===== src/rtl/ssrlm_limit.sv =====
`default_nettype none
module ssrlm_limit (
	input  wire logic signed [15:0] req,
	input  wire logic signed [15:0] last,
	input  wire logic        [14:0] step,
	input  wire logic        [14:0] vmax,
	output logic signed [15:0]      nxt
);

	logic signed [17:0] diff;
	logic signed [17:0] step_s;
	logic signed [17:0] vmax_s;
	logic signed [17:0] d_lim;
	logic signed [17:0] sum;
	logic signed [17:0] res;

	always_comb begin
		diff   = {{2{req[15]}}, req} - {{2{last[15]}}, last};
		step_s = {3'b000, step};
		vmax_s = {3'b000, vmax};
		if (diff > step_s) begin
			d_lim = step_s;
		end else if (diff < -step_s) begin
			d_lim = -step_s;
		end else begin
			d_lim = diff;
		end
		sum = {{2{last[15]}}, last} + d_lim;
		if (sum > vmax_s) begin
			res = vmax_s;
		end else if (sum < -vmax_s) begin
			res = -vmax_s;
		end else begin
			res = sum;
		end
		// The velocity clamp keeps the result inside 16 signed bits.
		nxt = res[15:0];
	end

endmodule
`default_nettype wire


===== config.mk =====
export PLATFORM = sky130hd
export DESIGN_NAME = ssrlm_limit
export DESIGN_NICKNAME = d
export VERILOG_FILES = /design/src/rtl/ssrlm_limit.sv
export SDC_FILE = /design/constraint.sdc
export NUM_CORES = 1
export LEC_CHECK = 0
export BUFFER_PORTS_ARGS = -buffer_cell sky130_fd_sc_hd__clkbuf_2
export CORE_AREA = 10 10 110 92
export DETAILED_ROUTE_END_ITERATION = 10
export DIE_AREA = 0 0 120 102
export PLACE_DENSITY = 0.89
export SLEW_MARGIN = 20
export SYNTH_ARGS = -nofsm -noshare
export SYNTH_HDL_FRONTEND = slang
export SYNTH_SLANG_ARGS = --single-unit
export TNS_END_PERCENT = 30

===== constraint.sdc =====
create_clock -name vclk -period 10.3
set_input_delay 0.515 -clock vclk [all_inputs]
set_output_delay 0.515 -clock vclk [all_outputs]
set_load 0.05 [all_outputs]

# Yosys cells after proc, flatten, opt, wreduce, memory -nomap -nowiden
# Cells that the tools add are included.
# classes
addsub,4
magnitude_cmp,4
mux,4
# ops
operator,count
18-bit 2-to-1 mux,2
15-bit negation with 18-bit output,2
16-bit 2-to-1 mux,2
18-bit adder,1
18-bit by 16-bit greater-than comparator with 1-bit output,1
17-bit by 18-bit less-than comparator with 1-bit output,1
18-bit less-than comparator,1
17-bit by 16-bit greater-than comparator with 1-bit output,1
16-bit by 16-bit subtractor with 17-bit output,1
# totals
ff_bits,0
in_bits,62
word_cells,12
output_inout_bits,16

# Depth between registers and ports, before layout
# depth
word_depth,8
depth_mapped,43
mapped_depth_nobuf,39

# Worst setup path before layout
# No wires, ideal clock.
# synth_timing
path_type,input -> output
from,input last[6]
to,output nxt[15]
path_stages,40
t_arrival_ps,9397
t_required_ps,9785
slack_ps,388
cell_sequence,inv_1 > ha_1 > a2111o_1 > o21ai_0 > o21ai_0 > a21oi_1 > xnor2_1 > ha_1 > a21o_1 > a21o_1 > a21oi_1 > o21ai_0 > maj3_1 > o211ai_2 > nand3_1 > xor2_1 > buf_1 > clkbuf_1 > [4 not listed] > a21oi_1 > o21a_1 > o31ai_1 > o311ai_1 > nand2_1 > a21oi_1 > xnor2_1 > ha_1 > o21a_1 > o2111ai_1 > a21oi_1 > a211o_1 > maj3_1 > o31ai_1 > buf_6 > buf_6 > nor2_1 > a211oi_1
# synth_via
elab_chain_cells,8
word_cells_on_any_way,10
# synth_rtl
element,line_no,text
start: declaration,4,"input wire logic signed [15:0] last,"
16-bit by 16-bit subtractor with 17-bit output,18,"diff = {{2{req[15]}}, req} - {{2{last[15]}}, last};"
17-bit by 18-bit less-than comparator with 1-bit output,23,end else if (diff < -step_s) begin
18-bit 2-to-1 mux,23,
18-bit 2-to-1 mux,21,if (diff > step_s) begin
18-bit adder (*),28,"sum = {{2{last[15]}}, last} + d_lim;"
18-bit less-than comparator,31,end else if (sum < -vmax_s) begin
16-bit 2-to-1 mux,31,
16-bit 2-to-1 mux (*),29,if (sum > vmax_s) begin
end: declaration,7,output logic signed [15:0] nxt
# Every way passes the cells marked *; elsewhere a longest branch is shown, timed or not.

# Worst setup path in the final report
# layout_timing
from,input last[6]
to,output nxt[14]
# The elaborated chain is that of the path after synthesis.

==> results by group <==
Cells and area
  – Post-layout nets: 869
  – Layout Utilization: 66.4%
  – Layout Cells excl Fill: 816
  – Fillers: roughly 700
  – Sequential cell count: 0
  – Area delta synth->final: 14.5%
  – Layout cells sized above 1: 18.2%
  – Final Instance Area: 5230 sq um
  – ANT cells: 0
  – Register Area: 0 sq um
  – Clock buffers: 0

Synth
  – YS warnings: 0
  – Top post-synthesis cells by count: ha_1, inv_1, xnor2_1
  – Leading area contributor after synthesis: ha_1
  – Cells after synthesis: 630
  – Yosys top cell area share: 26.1%
  – Cell variety after synth: 67
  – Syn Nets: 789
  – Synth top area cells: ha_1, xnor2_1, inv_1
  – Syn Area/Cell: 7.24 sq um
  – Mapped Area: 4560 sq um
  – Most common cell in the netlist: ha_1
  – Seq/Total Area, Yosys: 0%

Worst setup path
  – CP Launch Point: last[6]
  – Setup CP Type: input port to output pin
  – Worst Path Required: a little under 10 ns
  – Crit-path max FO: 15
  – CP endpoint kind: output pin
  – Worst EP arrival: 9.40 ns
  – Type of origin of the critical path: input port
  – Most numerous cell on the critical path: ha_1
  – Slowest library cell on the worst path: o31ai_1
  – CP peak stage delay: 0.58 ns
  – CP Capture Point: nxt[14]

Route
  – 1st-iter DRT viols: 402
  – DR WL/cell: 16.7 microns
  – Drt total wl: 13.6 mm
  – DR vias/cell: approximately 6
  – Routed vias: roughly 4900
  – Remaining DRCs: 0
  – 1st-pass router iterations: 5
  – ANT nets after route: 0

Clock tree
  – Hold Buf Count CTS: 0

Placement
  – DPL Wire Length: 11.5 mm
  – Port Buffers: 78
  – Placed cells: 811
  – GP Congestion: 0.972
  – DP Area: 5110 sq um

GRT
  – Vias in the first global route: 4649
  – GRT Total Usage: 20.3%
  – First-pass GRT wire length: roughly 22 mm
  – Largest net degree at the start of global routing: 27
  – GR Overflow Total: 0
  – Initial antenna violation count: 0

Power
  – Combinational share of power: 100.0%
  – Power share of the sequential group: 0%
  – Internal power: a little under 500 uW
  – Sw Share: 62.6%
  – NetSw: 821 uW
  – Clk pwr share: 0%
  – VDD IR max: 157 uV
  – Power Dens Cells: 251 nW/um^2
  – Pleak: 0.00278 uW

Timing
  – Final setup TNS: 0 ns
  – Worst-margin pin slew: approximately 0.62 ns
  – Max-slew headroom: a little under 60%
  – Max Clk Rate: 101 MHz
  – Final Critical Period: 9.91 ns
  – Fin. max-slew vios: 0
  – RSZ-0062 raised after global routing: no
  – # setup viols final: 0
  – Period utilization: 96.3%
  – Fin. Hold Viols: 0

Die
  – Core area: 7870 sq um
  – Die Width: approximately 120 microns
  – Ports: 78
  – Row Count: 29
  – Starting density of the core: 57.9%
  – Die Y: 102 microns
  – Die area: 12200 sq um

Min path
  – Hold/Removal Path Class: input port to output pin

Flow run
  – Max_cap viols: 0

Outcome
  – Status: completed
kinds of logic (layout without fill, tap and decap cells):
logic type      Yosys count  count (layout)  share of synthesized area [%]
compound gates          195             195                           29.5
xor+xnor                 57              58                           10.9
fa+ha+maj                99              99                           27.4
buf+inv                  97             174                           8.61
mux                      28              28                           6.14
simple gates            154             154                           17.4
critical path: cells and delay by family:
family                     cells  cell delay, ns
xor gates and xnor gates       3            0.74
AOI/OAI and AO/OA             18            3.55
adders and majority gates      5            1.74
buffers and inverters          5            1.02
and+or+nand+nor                6            1.58
muxes                          1            0.25
how the worst min path moves through the flow:
stage	start	to	slack (ns)	cells past startpoint
after floorplan	vmax[14]	nxt[14]	1.39	2
after global placement	vmax[9]	nxt[9]	1.51	4
after global routing	vmax[9]	nxt[9]	1.57	4
after detailed placement	vmax[9]	nxt[9]	1.51	4
after CTS	vmax[9]	nxt[9]	1.52	4
final	vmax[9]	nxt[9]	1.51	4
cell usage in the layout (no fill, tap or decap), types with 5 or more instances in the layout:
| cell | count |
|---|---|
| a211oi_1 | 10 |
| and3_1 | 5 |
| ha_1 | 95 |
| a21oi_1 | 40 |
| nor3_1 | 13 |
| buf_4 | 16 |
| inv_1 | 77 |
| o22ai_1 | 15 |
| a211oi_2 | 10 |
| xnor2_1 | 47 |
| nand2_1 | 32 |
| clkbuf_2 | 70 |
| nand2b_1 | 10 |
| o21ai_1 | 17 |
| a21o_1 | 30 |
| clkbuf_4 | 8 |
| mux2i_1 | 28 |
| o21ai_0 | 18 |
| nand3_1 | 11 |
| o21a_1 | 10 |
| xor2_1 | 9 |
| nand4_1 | 7 |
| nor2_1 | 46 |
metal layers:
metal | GRT usage (%) | routed length, microns | up-vias
met4 | 2.87 | 163 | 0
met3 | 2.42 | 1110 | 14
met2 | 35.8 | 6240 | 198
met5 | 0 | 0 | -
li1 | - | - | 2449
met1 | 26.6 | 6120 | 2256
area by class of cell:
type / instances / area, sq um / area share (%)
inverter: 80 / 300 / 5.75
multi-input combinational: 534 / 4260 / 81.5
tap: 108 / 135 / 2.59
timing repair buffer: 94 / 531 / 10.2
what timing repair did:
item | CTS | global route
setup endpoints to repair | 0 | 16
setup buffers | 0 | 4
gates resized for setup | 0 | 25
endpoints found under the hold margin | 0 | 0
power by group through the flow:
stage | logic (uW) | clock network (uW) | registers, uW
CTS | 1250 | 0 | 0
finish | 1310 | 0 | 0
global route | 1420 | 0 | 0
global placement | 1220 | 0 | 0
detailed placement | 1240 | 0 | 0
floorplan | 965 | 0 | 0
stage by stage:
step	hold slack [ns]	setup WS, ns	power, uW
floorplan	1.39	0.388	965
CTS	1.52	0.183	1250
global route	1.57	0.0159	1420
global placement	1.51	0.380	1220
detailed placement	1.51	0.233	1240
finish	1.51	0.385	1310
No activity file was read; power rests on OpenSTA's default activity.
