File: src/rtl/ssrlm_pkg.sv
`default_nettype none
package ssrlm_pkg;

	localparam int unsigned CFG_IDX_W  = 3;
	localparam int unsigned CFG_DATA_W = 16;

	typedef enum logic [CFG_IDX_W-1:0] {
		REG_MAX_LIN_VEL  = 3'd0,
		REG_MAX_ROT_VEL  = 3'd1,
		REG_MAX_LIN_STEP = 3'd2,
		REG_MAX_ROT_STEP = 3'd3,
		REG_INV_RADIUS   = 3'd4,
		REG_OFFSET_RATIO = 3'd5
	} reg_idx_t;

	localparam logic [14:0] RST_MAX_LIN_VEL  = 15'd256;
	localparam logic [14:0] RST_MAX_ROT_VEL  = 15'd256;
	localparam logic [14:0] RST_MAX_LIN_STEP = 15'd8;
	localparam logic [14:0] RST_MAX_ROT_STEP = 15'd8;
	localparam logic [15:0] RST_INV_RADIUS   = 16'd2560;
	localparam logic [15:0] RST_OFFSET_RATIO = 16'd1280;

	typedef struct packed {
		logic               mode;
		logic signed [15:0] forward_velocity;
		logic signed [15:0] rotational_velocity;
	} in_word_t;

	typedef struct packed {
		logic               wheel_mode;
		logic signed [23:0] left_wheel_speed;
		logic signed [23:0] right_wheel_speed;
	} out_word_t;

	typedef struct packed {
		logic [14:0] max_lin_vel;
		logic [14:0] max_rot_vel;
		logic [14:0] max_lin_step;
		logic [14:0] max_rot_step;
		logic [15:0] inv_radius;
		logic [15:0] offset_ratio;
	} cfg_t;

endpackage
`default_nettype wire

File: src/rtl/ssrlm_regs.sv
`default_nettype none
module ssrlm_regs (
	input  wire logic                                clk,
	input  wire logic                                arst_n,
	input  wire logic                                cfg_valid,
	output logic                                     cfg_ready,
	input  wire logic [ssrlm_pkg::CFG_IDX_W-1:0]     cfg_index,
	input  wire logic [ssrlm_pkg::CFG_DATA_W-1:0]    cfg_data,
	output ssrlm_pkg::cfg_t                          cfg
);

	ssrlm_pkg::cfg_t cfg_q;

	assign cfg_ready = 1'b1;
	assign cfg       = cfg_q;

	always_ff @(posedge clk or negedge arst_n) begin
		if (!arst_n) begin
			cfg_q.max_lin_vel  <= ssrlm_pkg::RST_MAX_LIN_VEL;
			cfg_q.max_rot_vel  <= ssrlm_pkg::RST_MAX_ROT_VEL;
			cfg_q.max_lin_step <= ssrlm_pkg::RST_MAX_LIN_STEP;
			cfg_q.max_rot_step <= ssrlm_pkg::RST_MAX_ROT_STEP;
			cfg_q.inv_radius   <= ssrlm_pkg::RST_INV_RADIUS;
			cfg_q.offset_ratio <= ssrlm_pkg::RST_OFFSET_RATIO;
		end else if (cfg_valid && cfg_ready) begin
			// Writes to an index past the last register are dropped.
			case (cfg_index)
				ssrlm_pkg::REG_MAX_LIN_VEL:  cfg_q.max_lin_vel  <= cfg_data[14:0];
				ssrlm_pkg::REG_MAX_ROT_VEL:  cfg_q.max_rot_vel  <= cfg_data[14:0];
				ssrlm_pkg::REG_MAX_LIN_STEP: cfg_q.max_lin_step <= cfg_data[14:0];
				ssrlm_pkg::REG_MAX_ROT_STEP: cfg_q.max_rot_step <= cfg_data[14:0];
				ssrlm_pkg::REG_INV_RADIUS:   cfg_q.inv_radius   <= cfg_data;
				ssrlm_pkg::REG_OFFSET_RATIO: cfg_q.offset_ratio <= cfg_data;
				default: ;
			endcase
		end
	end

endmodule
`default_nettype wire

File: config.mk
export PLATFORM = sky130hd
export DESIGN_NAME = ssrlm_regs
export DESIGN_NICKNAME = d
export VERILOG_FILES = /design/src/rtl/ssrlm_pkg.sv /design/src/rtl/ssrlm_regs.sv
export SDC_FILE = /design/constraint.sdc
export NUM_CORES = 1
export LEC_CHECK = 0
export BUFFER_PORTS_ARGS = -buffer_cell sky130_fd_sc_hd__buf_4
export CORE_MARGIN = 1.5
export CORE_UTILIZATION = 30
export CTS_BUF_LIST = sky130_fd_sc_hd__clkbuf_4
export DETAILED_ROUTE_END_ITERATION = 8
export GPL_TIMING_DRIVEN = 0
export SLEW_MARGIN = 25
export SYNTH_ARGS = -nofsm -noshare
export SYNTH_HDL_FRONTEND = slang
export SYNTH_SLANG_ARGS = --single-unit
File: constraint.sdc
create_clock -name clk -period 0.8 [get_ports clk]
set_input_delay 0.08 -clock clk [delete_from_list [all_inputs] [get_ports clk]]
set_output_delay 0.08 -clock clk [all_outputs]
set_load 0.05 [all_outputs]
After elaboration in Yosys (flattened, before gate mapping)
Cells that the tools add are included.
{"block": "op_classes", "n_lt_le_gt_ge": 0, "shift": 0, "reduce_logical": 7, "mul": 0, "add_sub_neg": 0, "muxes": 0, "n_bitwise": 0, "div_mod_pow": 0, "n_eq_ne": 5}
{"operator": "$reduce_and A2 Y1", "n": 6}
{"operator": "$eq A3 B2 Y1 const B", "n": 2}
{"operator": "$eq A3 B3 Y1 const B", "n": 2}
{"operator": "$eq A3 B1 Y1 const B", "n": 1}
{"operator": "$logic_not A3 Y1", "n": 1}
{"block": "totals", "elab_cells": 18, "regBits": 92, "mem_bits_rw": 0, "out_inout_bits": 93, "n_memories": 0, "latch_bits": 0, "in_bits": 22, "romBits": 0}

Longest topological paths before layout
{"block": "depth", "ltp_word": 2, "mapped_depth": 5, "mapped_depth_nobuf": 2}

Worst setup path before layout
No wires, ideal clock.
{"block": "synth_path", "path_type": "input to register", "start": "input cfg_index[0] (netlist bit)", "end": "register cfg_q, in the netlist cfg[77]", "n_path_buf": 2, "setup_time_ns": 0.125, "t_required_ns": 0.675, "arrival_time_ns": 1.109, "setup_slack_ns": -0.434, "path_stages": 4, "cell_sequence": "buf_6 > nor4b_4 > buf_6 > mux2_2"}
{"block": "synth_via", "elab_chain_len": 2}
{"element": "start, declared", "line_no": "ssrlm_regs.sv:7", "rtl": "input wire logic [ssrlm_pkg::CFG_IDX_W-1:0] cfg_index,"}
{"element": "$logic_not A3 Y1", "line_no": "ssrlm_regs.sv:27", "rtl": "case (cfg_index)"}
{"element": "$reduce_and A2 Y1 (no source line)"}
{"element": "end, declared", "line_no": "ssrlm_regs.sv:12", "rtl": "ssrlm_pkg::cfg_t cfg_q;"}
Every way passes these cells.
A chain may end at the register's enable or synchronous reset.

Final worst setup path
{"block": "layout_path", "start": "register cfg_q, in the netlist cfg[70]", "end": "output cfg[70] (netlist bit)"}
{"element": "end, declared", "line_no": "ssrlm_regs.sv:9", "rtl": "output ssrlm_pkg::cfg_t cfg"}
No word-level cell between the ends.

==> qor.txt <==
Final wirelength: 9.059 mm
RSZ-0062 raised after global routing: true
Cts hold-fix bufs: 16
Critical path buffers and inverters: 1
Yosys warns: 0
Min Hold Slack: -0.3150 ns
Input/output buffers: 112
Critical-path cell list: buf_8
Final setup margin: -0.4536 ns
Largest net degree at the start of global routing: 93
Status: finished with violations
Maximum vdd drop: 0.001486 V
Initial antenna violation count: 0
Drt first pass iters: 2
Vias in the first global route: 2420
Max-slew headroom: 44.82%
Max Cap Violations: 0
Clock root buffer: clkbuf_4
Slew Limit Fails: 0
Commonest cells after routing, fill and taps aside: 111 x buf_6, 69 x dfrtp_1, 63 x mux2_4
Die ar.: 12840 sq um
TritonCTS Buffers: 9
Fin Setup TNS: -32.84 ns
Uppermost layer routed: met4
First-pass GRT wire length: 13.87 mm
CTS tree: built
Clk sinks: 92
Max stage delay on crit path: 0.58 ns
Worst Tran Pin Value: 0.8277 ns
Worst hold path class: input pin to async pin
Post-synth top area cell: dfrtp_1
Clk_skew: 0 ns
1st-iter DRT viols: 139
Max reg flops: 92
H-tree depth: 3
Clk slew on worst S/H paths: 0.14 ns
Final Critical Period: 1.254 ns
Total global routing overflow: 0
Seq cells post-synth: 92
Period utilisation layout: 156.7%
Worst-path fanout max: 2
F_max: 0.7977 GHz
Met2 WL: 4.218 mm
# diodes: 0
Core Box Area: 11960 sq um
CP Capture Type: output port
Synthesized Nets: 224
Layout area overhead: 62.15%
Sequential area share after synthesis: 63.35%
Fin util: 49.48%
Critical Path RT: 0.72 ns
GR Util All Layers: 14.58%
Leak: 2.800 nW
Synth area leaders: dfrtp_1 58%, mux2_2 22%, mux2_4 8.2%
Worst Path Arrival: 1.17 ns
Ports: 115
Post-DRT Antenna Nets: 0
Slowest CP cell: dfstp_2
WL met3: 617 um
CP Launch Type: flop
Post-synth top area share: 57.59%
Finished Layout Cells: 522
Cells after Synth: 202
Via density: 4.427
Commonest non-fill, non-tap cell in the layout: buf_6
Final setup fails: 122
# nets final: 392
Average size of a mapped cell: 18.07 sq um
Initial Util: 30.51%
Buffer depth of the longest clock path: 2
Core Rows: 40
Hold Violations, Final: 84
Power density over the cells: 3113 nW/um^2
Power Total: 18.42 mW
GPL Wtd Cong: 0.6890
Violated checks: hold timing, setup timing
Chip height: 113.3 um
Die Wd: 113.3 um
Synthesized area: 3650 sq um
CP top delay family: flip-flops
Yosys cell types: 14
Via Count: 2311
DRC Markers: 0
Layout cells sized above 1: 76.53%
Clock Latency Late Sink: 0.45 ns
Placed Instances: 461
Routed metal-1 wirelength: 4.059 mm
WL per Instance: 17.35 um
Worst Setup Path Type: flop to output port
Post-detail-place hpwl: 5.495 mm
[stage by stage]
step / cell area (sq um) / worst slack, ns
after CTS: 5747 / -0.5199
after floorplan: 3811 / -0.4306
final: 5918 / -0.4536
after detailed placement: 4840 / -0.6981
after global routing: 5918 / -0.5319
after global placement: 4836 / -0.7067
[synthesized netlist by cell type]
| cell type | n |
|---|---|
| dfrtp_1 | 84 |
| mux2_2 | 72 |
| mux2_4 | 20 |
| dfstp_2 | 8 |
| buf_6 | 5 |
| buf_4 | 3 |
| buf_12 | 2 |
| nand4b_2 | 2 |
| and4bb_1 | 1 |
| and4bb_2 | 1 |
| buf_8 | 1 |
| conb_1 | 1 |
| nor4b_4 | 1 |
| nor4bb_1 | 1 |
[path summary, 6_finish.rpt]
path / depth (start not counted) / slack (ns) / to / start
max in group asynchronous: 1 / 0.54 / cfg[3] / arst_n
worst min-delay path: 1 / -0.31 / cfg[78] / arst_n
worst max-delay path: 1 / -0.45 / cfg[70] / cfg[70]
worst max register to register: 2 / -0.12 / cfg[52] / cfg[52]
min in group clk: 3 / 0.11 / cfg[32] / cfg_index[0]
worst min register to register: 1 / 0.55 / cfg[11] / cfg[11]
[final cells by class]
cell class	count	area (sq um)
Buffer	11	146.4
Clock buffer	9	67.56
Clock inverter	7	115.1
Fill cell	1004	6043
Multi-Input combinational cell	99	1398
Sequential cell	92	2331
Tap cell	147	183.9
Timing Repair Buffer	157	1677
[where the power goes]
group          internal, mW  leakage, nW  switching, mW
Clock                  1.57       0.0936           1.59
Combinational          3.83         1.63           4.82
Sequential             5.77         1.08          0.840
Total                  11.2         2.80           7.25
[metal layers]
| layer | vias to the layer above | track usage (%) |
|---|---|---|
| li1 | 1049 | - |
| met5 | - | 0 |
| met1 | 1166 | 18.91 |
| met4 | 0 | 6.500 |
| met2 | 83 | 21.94 |
| met3 | 13 | 5.249 |
[cells by family (layout without fill, tap and decap cells)]
family / after synthesis / in the layout / synth area share (%)
simple gates: 6 / 6 / 2.434
flops: 92 / 92 / 63.35
mux: 92 / 92 / 30.44
buf+inv: 11 / 184 / 3.668
other cells: 1 / 1 / 0.1027
[timing repair]
action,in CTS,in global routing
endpoints found under the hold margin,176,84
pin swaps,1,0
resized for setup,103,31
endpoints found under the setup margin,120,155
buffers inserted,23,13
(Power assumes the default switching activity.)
